## src/rtl/core/idro_pkg.sv

```systemverilog
// Shared types and constants for the input debouncer with remote override.
// Used by input_debounce_with_remote_override_core; depends on nothing.
`timescale 1ns / 1ps

package idro_pkg;

	// Fixed field widths
	localparam int unsigned PIN_W    = 8;
	localparam int unsigned MASK_W   = 8;
	localparam int unsigned CNT_W    = 8;
	localparam int unsigned WORD_W   = 32;
	localparam int unsigned TIME_W   = 64;
	localparam int unsigned CFG_IDX_W = 2;

	// Default channel count
	localparam int unsigned CHANNELS_DEF = 8;

	// Register reset values
	localparam logic [CNT_W-1:0]  DEBOUNCE_RST   = 8'd3;
	localparam logic              ACTIVE_LOW_RST = 1'b1;
	localparam logic [WORD_W-1:0] STALE_RST      = 32'd1000000;

	// Item kinds
	typedef enum logic {
		OP_TICK    = 1'b0,
		OP_PUBLISH = 1'b1
	} op_t;

	// Configuration register indexes
	typedef enum logic [CFG_IDX_W-1:0] {
		CFG_DEBOUNCE_TICKS = 2'd0,
		CFG_ACTIVE_LOW     = 2'd1,
		CFG_STALE_LIMIT    = 2'd2
	} cfg_reg_t;

	// One remote input image
	typedef struct packed {
		logic [WORD_W-1:0] seq;
		logic [WORD_W-1:0] mask;
		logic [TIME_W-1:0] rx_time;
	} image_t;

	// Statistics block
	typedef struct packed {
		logic [WORD_W-1:0] last_age;
		logic [WORD_W-1:0] max_age;
		logic [WORD_W-1:0] missed;
		logic [WORD_W-1:0] stale;
		logic [WORD_W-1:0] consumed;
		logic [WORD_W-1:0] adopted_seq;
		logic [WORD_W-1:0] last_mask;
		logic              active;
	} stats_t;

endpackage

```

## src/rtl/core/input_debounce_with_remote_override_core.sv

```systemverilog
// Top level: input debouncer with remote image override, single-pass datapath.
// Depends on idro_pkg.
`timescale 1ns / 1ps

// Channel   Handshake                 Payload
// -------   -----------------------   ---------------------------------------------
// input     in_valid / in_ready       operation, pin_levels, now_us, remote_seq,
//                                     remote_mask, remote_rx_time
// result    out_valid / out_ready     debounced_mask ... last_remote_mask
// config    cfg_valid / cfg_ready     cfg_index, cfg_data
//
// A request is captured in an input register, then combinational logic (debounce,
// 64-bit age subtract and compares) updates the state and loads the result register.
// out_valid rises when the request moves from the input register into the result register.
// One request per cycle is taken while out_ready stays high.
// Reset clears the state and valid flags to zero and loads register defaults; cfg_ready is always high.
// When the result is not taken, the input register holds and in_ready drops.

module input_debounce_with_remote_override_core #(
	parameter int unsigned CHANNELS = idro_pkg::CHANNELS_DEF
) (
	input  logic                          clk,
	input  logic                          arst_n,
	// input requests
	input  logic                          in_valid,
	output logic                          in_ready,
	input  logic                          operation,
	input  logic [idro_pkg::PIN_W-1:0]    pin_levels,
	input  logic [idro_pkg::TIME_W-1:0]   now_us,
	input  logic [idro_pkg::WORD_W-1:0]   remote_seq,
	input  logic [idro_pkg::WORD_W-1:0]   remote_mask,
	input  logic [idro_pkg::TIME_W-1:0]   remote_rx_time,
	// results
	output logic                          out_valid,
	input  logic                          out_ready,
	output logic [idro_pkg::MASK_W-1:0]   debounced_mask,
	output logic [idro_pkg::MASK_W-1:0]   active_raw_mask,
	output logic                          remote_active,
	output logic [idro_pkg::WORD_W-1:0]   last_age,
	output logic [idro_pkg::WORD_W-1:0]   max_age,
	output logic [idro_pkg::WORD_W-1:0]   missed_updates,
	output logic [idro_pkg::WORD_W-1:0]   stale_events,
	output logic [idro_pkg::WORD_W-1:0]   consumed_images,
	output logic [idro_pkg::WORD_W-1:0]   consumed_sequence,
	output logic [idro_pkg::WORD_W-1:0]   tick_total,
	output logic [idro_pkg::WORD_W-1:0]   last_remote_mask,
	// configuration writes
	input  logic                          cfg_valid,
	output logic                          cfg_ready,
	input  logic [idro_pkg::CFG_IDX_W-1:0] cfg_index,
	input  logic [idro_pkg::WORD_W-1:0]   cfg_data
);

	import idro_pkg::*;

	// Configuration registers
	logic [CNT_W-1:0]  debounce_ticks_q;
	logic              active_low_q;
	logic [WORD_W-1:0] stale_limit_q;

	// Input stage
	logic              valid_s1;
	logic              op_s1;
	logic [PIN_W-1:0]  pins_s1;
	logic [TIME_W-1:0] now_s1;
	image_t            img_s1;
	logic              advance;

	// Architectural state
	logic [CHANNELS-1:0] raw_q;
	logic [CHANNELS-1:0] cand_q;
	logic [CHANNELS-1:0] deb_q;
	logic [CNT_W-1:0]    cnt_q [CHANNELS];
	image_t              pending_q;
	image_t              active_img_q;
	logic [WORD_W-1:0]   pub_gen_q;
	logic [WORD_W-1:0]   cons_gen_q;
	logic [WORD_W-1:0]   ticks_q;
	stats_t              stats_q;

	// Next-state values
	logic [CHANNELS-1:0] raw_n;
	logic [CHANNELS-1:0] cand_n;
	logic [CHANNELS-1:0] deb_n;
	logic [CNT_W-1:0]    cnt_n [CHANNELS];
	image_t              pending_n;
	image_t              active_img_n;
	logic [WORD_W-1:0]   pub_gen_n;
	logic [WORD_W-1:0]   cons_gen_n;
	logic [WORD_W-1:0]   ticks_n;
	stats_t              stats_n;

	// Helpers for the tick path
	logic [WORD_W-1:0]   pins_ext;
	logic [WORD_W-1:0]   cons_plus1;
	logic [TIME_W:0]     age_diff;
	logic [WORD_W-1:0]   age32;
	logic [WORD_W-1:0]   deb_ext;
	logic [WORD_W-1:0]   raw_ext;

	// Result register
	logic              valid_s2;
	logic [MASK_W-1:0] deb_mask_s2;
	logic [MASK_W-1:0] raw_mask_s2;
	logic [WORD_W-1:0] ticks_s2;
	stats_t            stats_s2;

	// Handshakes
	assign cfg_ready = 1'b1;
	assign advance   = valid_s1 && (!valid_s2 || out_ready);
	assign in_ready  = !valid_s1 || advance;

	// Configuration writes; indexes beyond the list are dropped
	always_ff @(posedge clk or negedge arst_n) begin
		if (!arst_n) begin
			debounce_ticks_q <= DEBOUNCE_RST;
			active_low_q     <= ACTIVE_LOW_RST;
			stale_limit_q    <= STALE_RST;
		end else if (cfg_valid && cfg_ready) begin
			unique case (cfg_index)
				CFG_DEBOUNCE_TICKS: debounce_ticks_q <= cfg_data[CNT_W-1:0];
				CFG_ACTIVE_LOW:     active_low_q     <= cfg_data[0];
				CFG_STALE_LIMIT:    stale_limit_q    <= cfg_data;
				default:            ;
			endcase
		end
	end

	// Input register
	always_ff @(posedge clk or negedge arst_n) begin
		if (!arst_n) begin
			valid_s1 <= 1'b0;
		end else if (in_ready) begin
			valid_s1 <= in_valid;
		end
	end

	always_ff @(posedge clk) begin
		if (in_valid && in_ready) begin
			op_s1        <= operation;
			pins_s1      <= pin_levels;
			now_s1       <= now_us;
			img_s1.seq     <= remote_seq;
			img_s1.mask    <= remote_mask;
			img_s1.rx_time <= remote_rx_time;
		end
	end

	// Shared tick arithmetic
	assign pins_ext   = WORD_W'(pins_s1);
	assign cons_plus1 = cons_gen_q + 1'b1;

	// Next-state logic for one request
	always_comb begin
		raw_n        = raw_q;
		cand_n       = cand_q;
		deb_n        = deb_q;
		cnt_n        = cnt_q;
		pending_n    = pending_q;
		active_img_n = active_img_q;
		pub_gen_n    = pub_gen_q;
		cons_gen_n   = cons_gen_q;
		ticks_n      = ticks_q;
		stats_n      = stats_q;
		age_diff     = '0;
		age32        = '0;

		if (op_s1 == OP_PUBLISH) begin
			pending_n = img_s1;
			pub_gen_n = pub_gen_q + 1'b1;
		end else begin
			// Per-channel debounce; channels past the pins read level 0
			for (int i = 0; i < CHANNELS; i++) begin
				raw_n[i] = pins_ext[i] ^ active_low_q;
				if (raw_n[i] == cand_q[i]) begin
					if (cnt_q[i] < debounce_ticks_q) begin
						cnt_n[i] = cnt_q[i] + 1'b1;
					end
					if (cnt_n[i] >= debounce_ticks_q) begin
						deb_n[i] = raw_n[i];
					end
				end else begin
					cand_n[i] = raw_n[i];
					cnt_n[i]  = CNT_W'(1);
				end
			end

			// Adopt a newer published image
			if (pub_gen_q != cons_gen_q) begin
				active_img_n = pending_q;
				if ((pub_gen_q > cons_plus1) && (cons_gen_q != '0)) begin
					stats_n.missed = stats_q.missed + (pub_gen_q - cons_plus1);
				end
				cons_gen_n           = pub_gen_q;
				stats_n.consumed     = stats_q.consumed + 1'b1;
				stats_n.adopted_seq  = pending_q.seq;
				stats_n.last_mask    = pending_q.mask;
			end

			// Freshness check and override
			age_diff = {1'b0, now_s1} - {1'b0, active_img_n.rx_time};
			if (age_diff[TIME_W]) begin
				age32 = '0;
			end else if (age_diff[TIME_W-1:WORD_W] != '0) begin
				age32 = '1;
			end else begin
				age32 = age_diff[WORD_W-1:0];
			end

			if (active_img_n.rx_time == '0) begin
				stats_n.active = 1'b0;
			end else begin
				stats_n.last_age = age32;
				if (age32 > stale_limit_q) begin
					stats_n.active = 1'b0;
					stats_n.stale  = stats_q.stale + 1'b1;
				end else begin
					stats_n.active    = 1'b1;
					stats_n.last_mask = active_img_n.mask;
					if (age32 > stats_q.max_age) begin
						stats_n.max_age = age32;
					end
					for (int i = 0; i < CHANNELS; i++) begin
						raw_n[i]  = active_img_n.mask[i];
						cand_n[i] = active_img_n.mask[i];
						deb_n[i]  = active_img_n.mask[i];
						cnt_n[i]  = debounce_ticks_q;
					end
				end
			end

			ticks_n = ticks_q + 1'b1;
		end
	end

	// State update
	always_ff @(posedge clk or negedge arst_n) begin
		if (!arst_n) begin
			raw_q        <= '0;
			cand_q       <= '0;
			deb_q        <= '0;
			for (int i = 0; i < CHANNELS; i++) begin
				cnt_q[i] <= '0;
			end
			pending_q    <= '0;
			active_img_q <= '0;
			pub_gen_q    <= '0;
			cons_gen_q   <= '0;
			ticks_q      <= '0;
			stats_q      <= '0;
		end else if (advance) begin
			raw_q        <= raw_n;
			cand_q       <= cand_n;
			deb_q        <= deb_n;
			cnt_q        <= cnt_n;
			pending_q    <= pending_n;
			active_img_q <= active_img_n;
			pub_gen_q    <= pub_gen_n;
			cons_gen_q   <= cons_gen_n;
			ticks_q      <= ticks_n;
			stats_q      <= stats_n;
		end
	end

	// Channel masks cut to the output width
	assign deb_ext = WORD_W'(deb_n);
	assign raw_ext = WORD_W'(raw_n);

	// Result register
	always_ff @(posedge clk or negedge arst_n) begin
		if (!arst_n) begin
			valid_s2 <= 1'b0;
		end else if (advance) begin
			valid_s2 <= 1'b1;
		end else if (out_ready) begin
			valid_s2 <= 1'b0;
		end
	end

	always_ff @(posedge clk) begin
		if (advance) begin
			deb_mask_s2 <= deb_ext[MASK_W-1:0];
			raw_mask_s2 <= raw_ext[MASK_W-1:0];
			ticks_s2    <= ticks_n;
			stats_s2    <= stats_n;
		end
	end

	// Output ports
	assign out_valid         = valid_s2;
	assign debounced_mask    = deb_mask_s2;
	assign active_raw_mask   = raw_mask_s2;
	assign remote_active     = stats_s2.active;
	assign last_age          = stats_s2.last_age;
	assign max_age           = stats_s2.max_age;
	assign missed_updates    = stats_s2.missed;
	assign stale_events      = stats_s2.stale;
	assign consumed_images   = stats_s2.consumed;
	assign consumed_sequence = stats_s2.adopted_seq;
	assign tick_total        = ticks_s2;
	assign last_remote_mask  = stats_s2.last_mask;

endmodule
```

## config.mk

```make
export PLATFORM = sky130hd
export DESIGN_NAME = input_debounce_with_remote_override_core
export DESIGN_NICKNAME = d
export VERILOG_FILES = /design/src/rtl/core/idro_pkg.sv /design/src/rtl/core/input_debounce_with_remote_override_core.sv
export SDC_FILE = /design/constraint.sdc
export NUM_CORES = 2
export LEC_CHECK = 0
export BUFFER_PORTS_ARGS = -buffer_cell sky130_fd_sc_hd__buf_4
export CORE_ASPECT_RATIO = 1.4
export CORE_UTILIZATION = 30
export CTS_CLUSTER_DIAMETER = 80
export DETAILED_ROUTE_END_ITERATION = 12
export PLACE_DENSITY = 0.53
export SYNTH_ARGS = -nofsm -noshare
export SYNTH_HDL_FRONTEND = slang
export SYNTH_SLANG_ARGS = --single-unit
```

## constraint.sdc

```tcl
create_clock -name clk -period 28 [get_ports clk]
set_input_delay 1.4 -clock clk [delete_from_list [all_inputs] [get_ports clk]]
set_output_delay 1.4 -clock clk [all_outputs]
set_load 0.03 [all_outputs]
```

==> metrics <==
number of buffers created by CTS about 140; Setup WS post-layout between 10,000 and 15,000 ps; Worst Hold Class flip-flop to flip-flop; # Max-Cap Violations 0; fin. max-slew vios 0; switching share of power 38.6%; Nets 6,541; FF-to-FF setup slack approximately 14,000 ps; internal power about 0.0045 W; post-synthesis register bit count ~1.2k; Crit path top cell by count buf_4; syn avg cell area 11.0 um2; root buffer cell clkbuf_16; H-tree depth 4; Period minus WS final approximately 14,000 ps; post-cts resize count 0; EDFF count, synth approximately 470; share of layout cells above drive strength 1 20.4%; Clock Latency Late Sink about 800 ps; CTS max path bufs 4; slowest cell on the critical path buf_4; Core Region between 150,000 and 200,000 um2; CTS clk-pin slew, worst paths roughly 60 ps; clk_skew roughly 50 ps; dpl cells roughly 8.4k; GR Util All Layers ~17%; Setup TNS 0 ps; vias in the first global route roughly 43k; switching power ~0.0028 W; pre-CTS setup slack 13,860 ps; FP Rows between 150 and 200; Yosys warnings 0; fill count 19.7k; DR WL/cell 20.6 um; unrepaired setup endpoints after global routing false; slew of the pin with the lowest slew margin 1150 ps; # DRC 0; Final setup viols 0; io pins slightly above 500; Sink Count around 1.2k; area of the multi-input gates 27,400 um2; Area after DPL 66,900 um2; cell taking the most area after synthesis dfrtp_1; Synthesized Nets slightly above 6k; slowest stage delay, CP roughly 740 ps; drt total wl between 150,000 and 200,000 um; largest net degree at the start of global routing ~150; Die Span Y approximately 530 um; worst-path fanout max 47; Synth Instances 5,448; Post-CTS Setup Inserts 0; GRT overflow 0; initial DRC count about 2.4k; Via-to-Cell Ratio ~5; # hold bufs at CTS 0; PortBufs just over 500; CP endpoint kind flip-flop; leading post-synthesis cells by cell area dfrtp_1 (28%), edfxtp_1 (24%), ha_1 (6.8%), mux2_2 (6.3%), nand2_1 (6.1%); initial antenna violation count 11; Clk pwr share approximately 24%; first-pass GRT wire length between 200,000 and 300,000 um; Post-synth ARST share between 50% and 60%; Reg area between 30,000 and 40,000 um2; detailed placement HPWL 128,000 um; sequential share of power between 30% and 40%; Yosys top cell area share between 20 and 30%; count of cell types in the netlist 98; P_leak about 31 nW; run status completed; hold_ws 469 ps; Synth-to-Final Area Change 18.7%; fin crit share between 50 and 60%; Initial Util between 30% and 40%; non-filler cells, final between 8k and 9k; VDD IR max 56.6 uV; gpl congestion 0.899; post-synthesis cell area 60,100 um2; Seq/Total Area, Yosys between 50 and 60%; WP data required 28,650 ps; post-route ant nets 0; final hold viol count 0; cell with the most instances after synthesis nand2_1; crit start category flip-flop; Worst Path Arrival about 15,000 ps; CTS tree yes; Post-synth top flop dfrtp_1; Slew headroom between 20% and 30%; via count roughly 42k; Post-synth top cells nand2_1 (971), dfrtp_1 (666), edfxtp_1 (474), mux2_2 (335), ha_1 (326); Max Freq 71.0 MHz; Die ar. between 200,000 and 250,000 um2; drt pass-1 iters 5; Final Cell Area about 71,000 um2; kind of critical path flip-flop to flip-flop; Pwr Density slightly above 100 nW/um2; chip width around 380 um; power share of the combinational group between 40% and 50%
worst max-delay path: cells and delay by family, from the launching register on:
| kind | cells | cell delay [ps] |
|---|---|---|
| mux | 2 | 740 |
| flops | 1 | 440 |
| xor+xnor | 1 | 170 |
| buf+inv | 8 | 3160 |
| simple gates | 12 | 3660 |
| compound gates | 18 | 4370 |
| fa+ha+maj | 3 | 1210 |
placed cells by master (no fill, tap or decap), types with 26 or more instances in the layout:
cell / synthesis / routed
nor3_1: 65 / 59
nor2_1: 190 / 184
mux2i_1: 68 / 68
a21o_1: 76 / 76
o22ai_1: 38 / 38
xor2_1: 207 / 207
nor4_1: 35 / 34
dfrtp_1: 666 / 666
buf_4: 2 / 565
and2_1: 35 / 34
nor2b_1: 69 / 69
inv_1: 179 / 178
edfxtp_1: 474 / 474
fa_1: 32 / 32
a21oi_4: 30 / 30
nand2b_1: 78 / 78
a22oi_1: 35 / 35
ha_1: 326 / 326
mux2_2: 335 / 335
o31ai_1: 26 / 26
clkbuf_16: 0 / 143
a21oi_1: 207 / 207
and3_1: 95 / 95
nand3_1: 116 / 116
nand2_1: 971 / 967
xnor2_1: 219 / 219
nand4_1: 61 / 61
o21ai_0: 264 / 264
cell type report:
type	count	share of cell area (%)
multi-input combinational	3901	38.5
sequential	1150	43.7
clock buffer	178	5.39
antenna	7	0.0246
inverter	181	0.963
tap	2646	4.64
clock inverter	65	0.733
timing repair buffer	570	6.08
sequential cells by signal (all words and copies together) (netlist names), 64 cells and up:
name / flops
now_s1: 64
pending_q: 128
active_img_q: 96
stats_q: 225
img_s1: 128
cnt_q: 64
path summary, 6_finish.rpt:
path,from,to,depth (start not counted)
max,pub_gen_q[0]$_DFFE_PN0P_,stats_q[190]$_DFFE_PN0P_,44
min,img_s1[94]$_DFFE_PP_,pending_q[94]$_DFFE_PN0P_,1
max reg2reg,pub_gen_q[0]$_DFFE_PN0P_,stats_q[190]$_DFFE_PN0P_,44
min reg2reg,img_s1[94]$_DFFE_PP_,pending_q[94]$_DFFE_PN0P_,1
max in group asynchronous,arst_n,stats_q[126]$_DFFE_PN0P_,4
min in group asynchronous,arst_n,stale_limit_q[28]$_DFFE_PN0P_,1
cells by family (layout without fill, tap and decap cells):
group	Yosys count	count (layout)	share of synthesized area, %
AND/OR/NAND/NOR	1825	1825	14.1
flip-flops	1150	1150	51.9
AO/OA/AOI/OAI	879	879	9.64
XOR/XNOR	427	427	6.24
multiplexers	405	405	7.45
buffers and inverters	397	994	2.74
adder cells (fa/ha/maj)	364	364	7.96
other	1	8	0.00624
power by group through the flow:
stage          registers [W]  clock network, W  logic (W)
6_report             0.00258           0.00176    0.00291
3_5_place_dp         0.00261                 0    0.00293
4_1_cts              0.00258           0.00182    0.00295
2_1_floorplan        0.00267                 0    0.00191
3_3_place_gp         0.00260                 0    0.00290
5_1_grt              0.00263           0.00188    0.00325
per-layer routing:
metal | up-vias | track usage (%) | wire length [um] | share of wire [%]
met5 | - | 0 | 22 | 0.012
met4 | 4 | 5.76 | 5420 | 3.0
met3 | 279 | 2.60 | 7970 | 4.4
met2 | 974 | 30.1 | 88800 | 50
met1 | 20900 | 22.2 | 76900 | 43
li1 | 20200 | - | - | -
per-stage QoR:
stage / total power, W / utilization (%)
finish: 0.00725 / 35.8
global placement: 0.00550 / 33.6
CTS: 0.00735 / 35.8
detailed placement: 0.00554 / 33.6
global route: 0.00776 / 35.8
floorplan: 0.00458 / -
No activity file was read; power rests on OpenSTA's default activity.
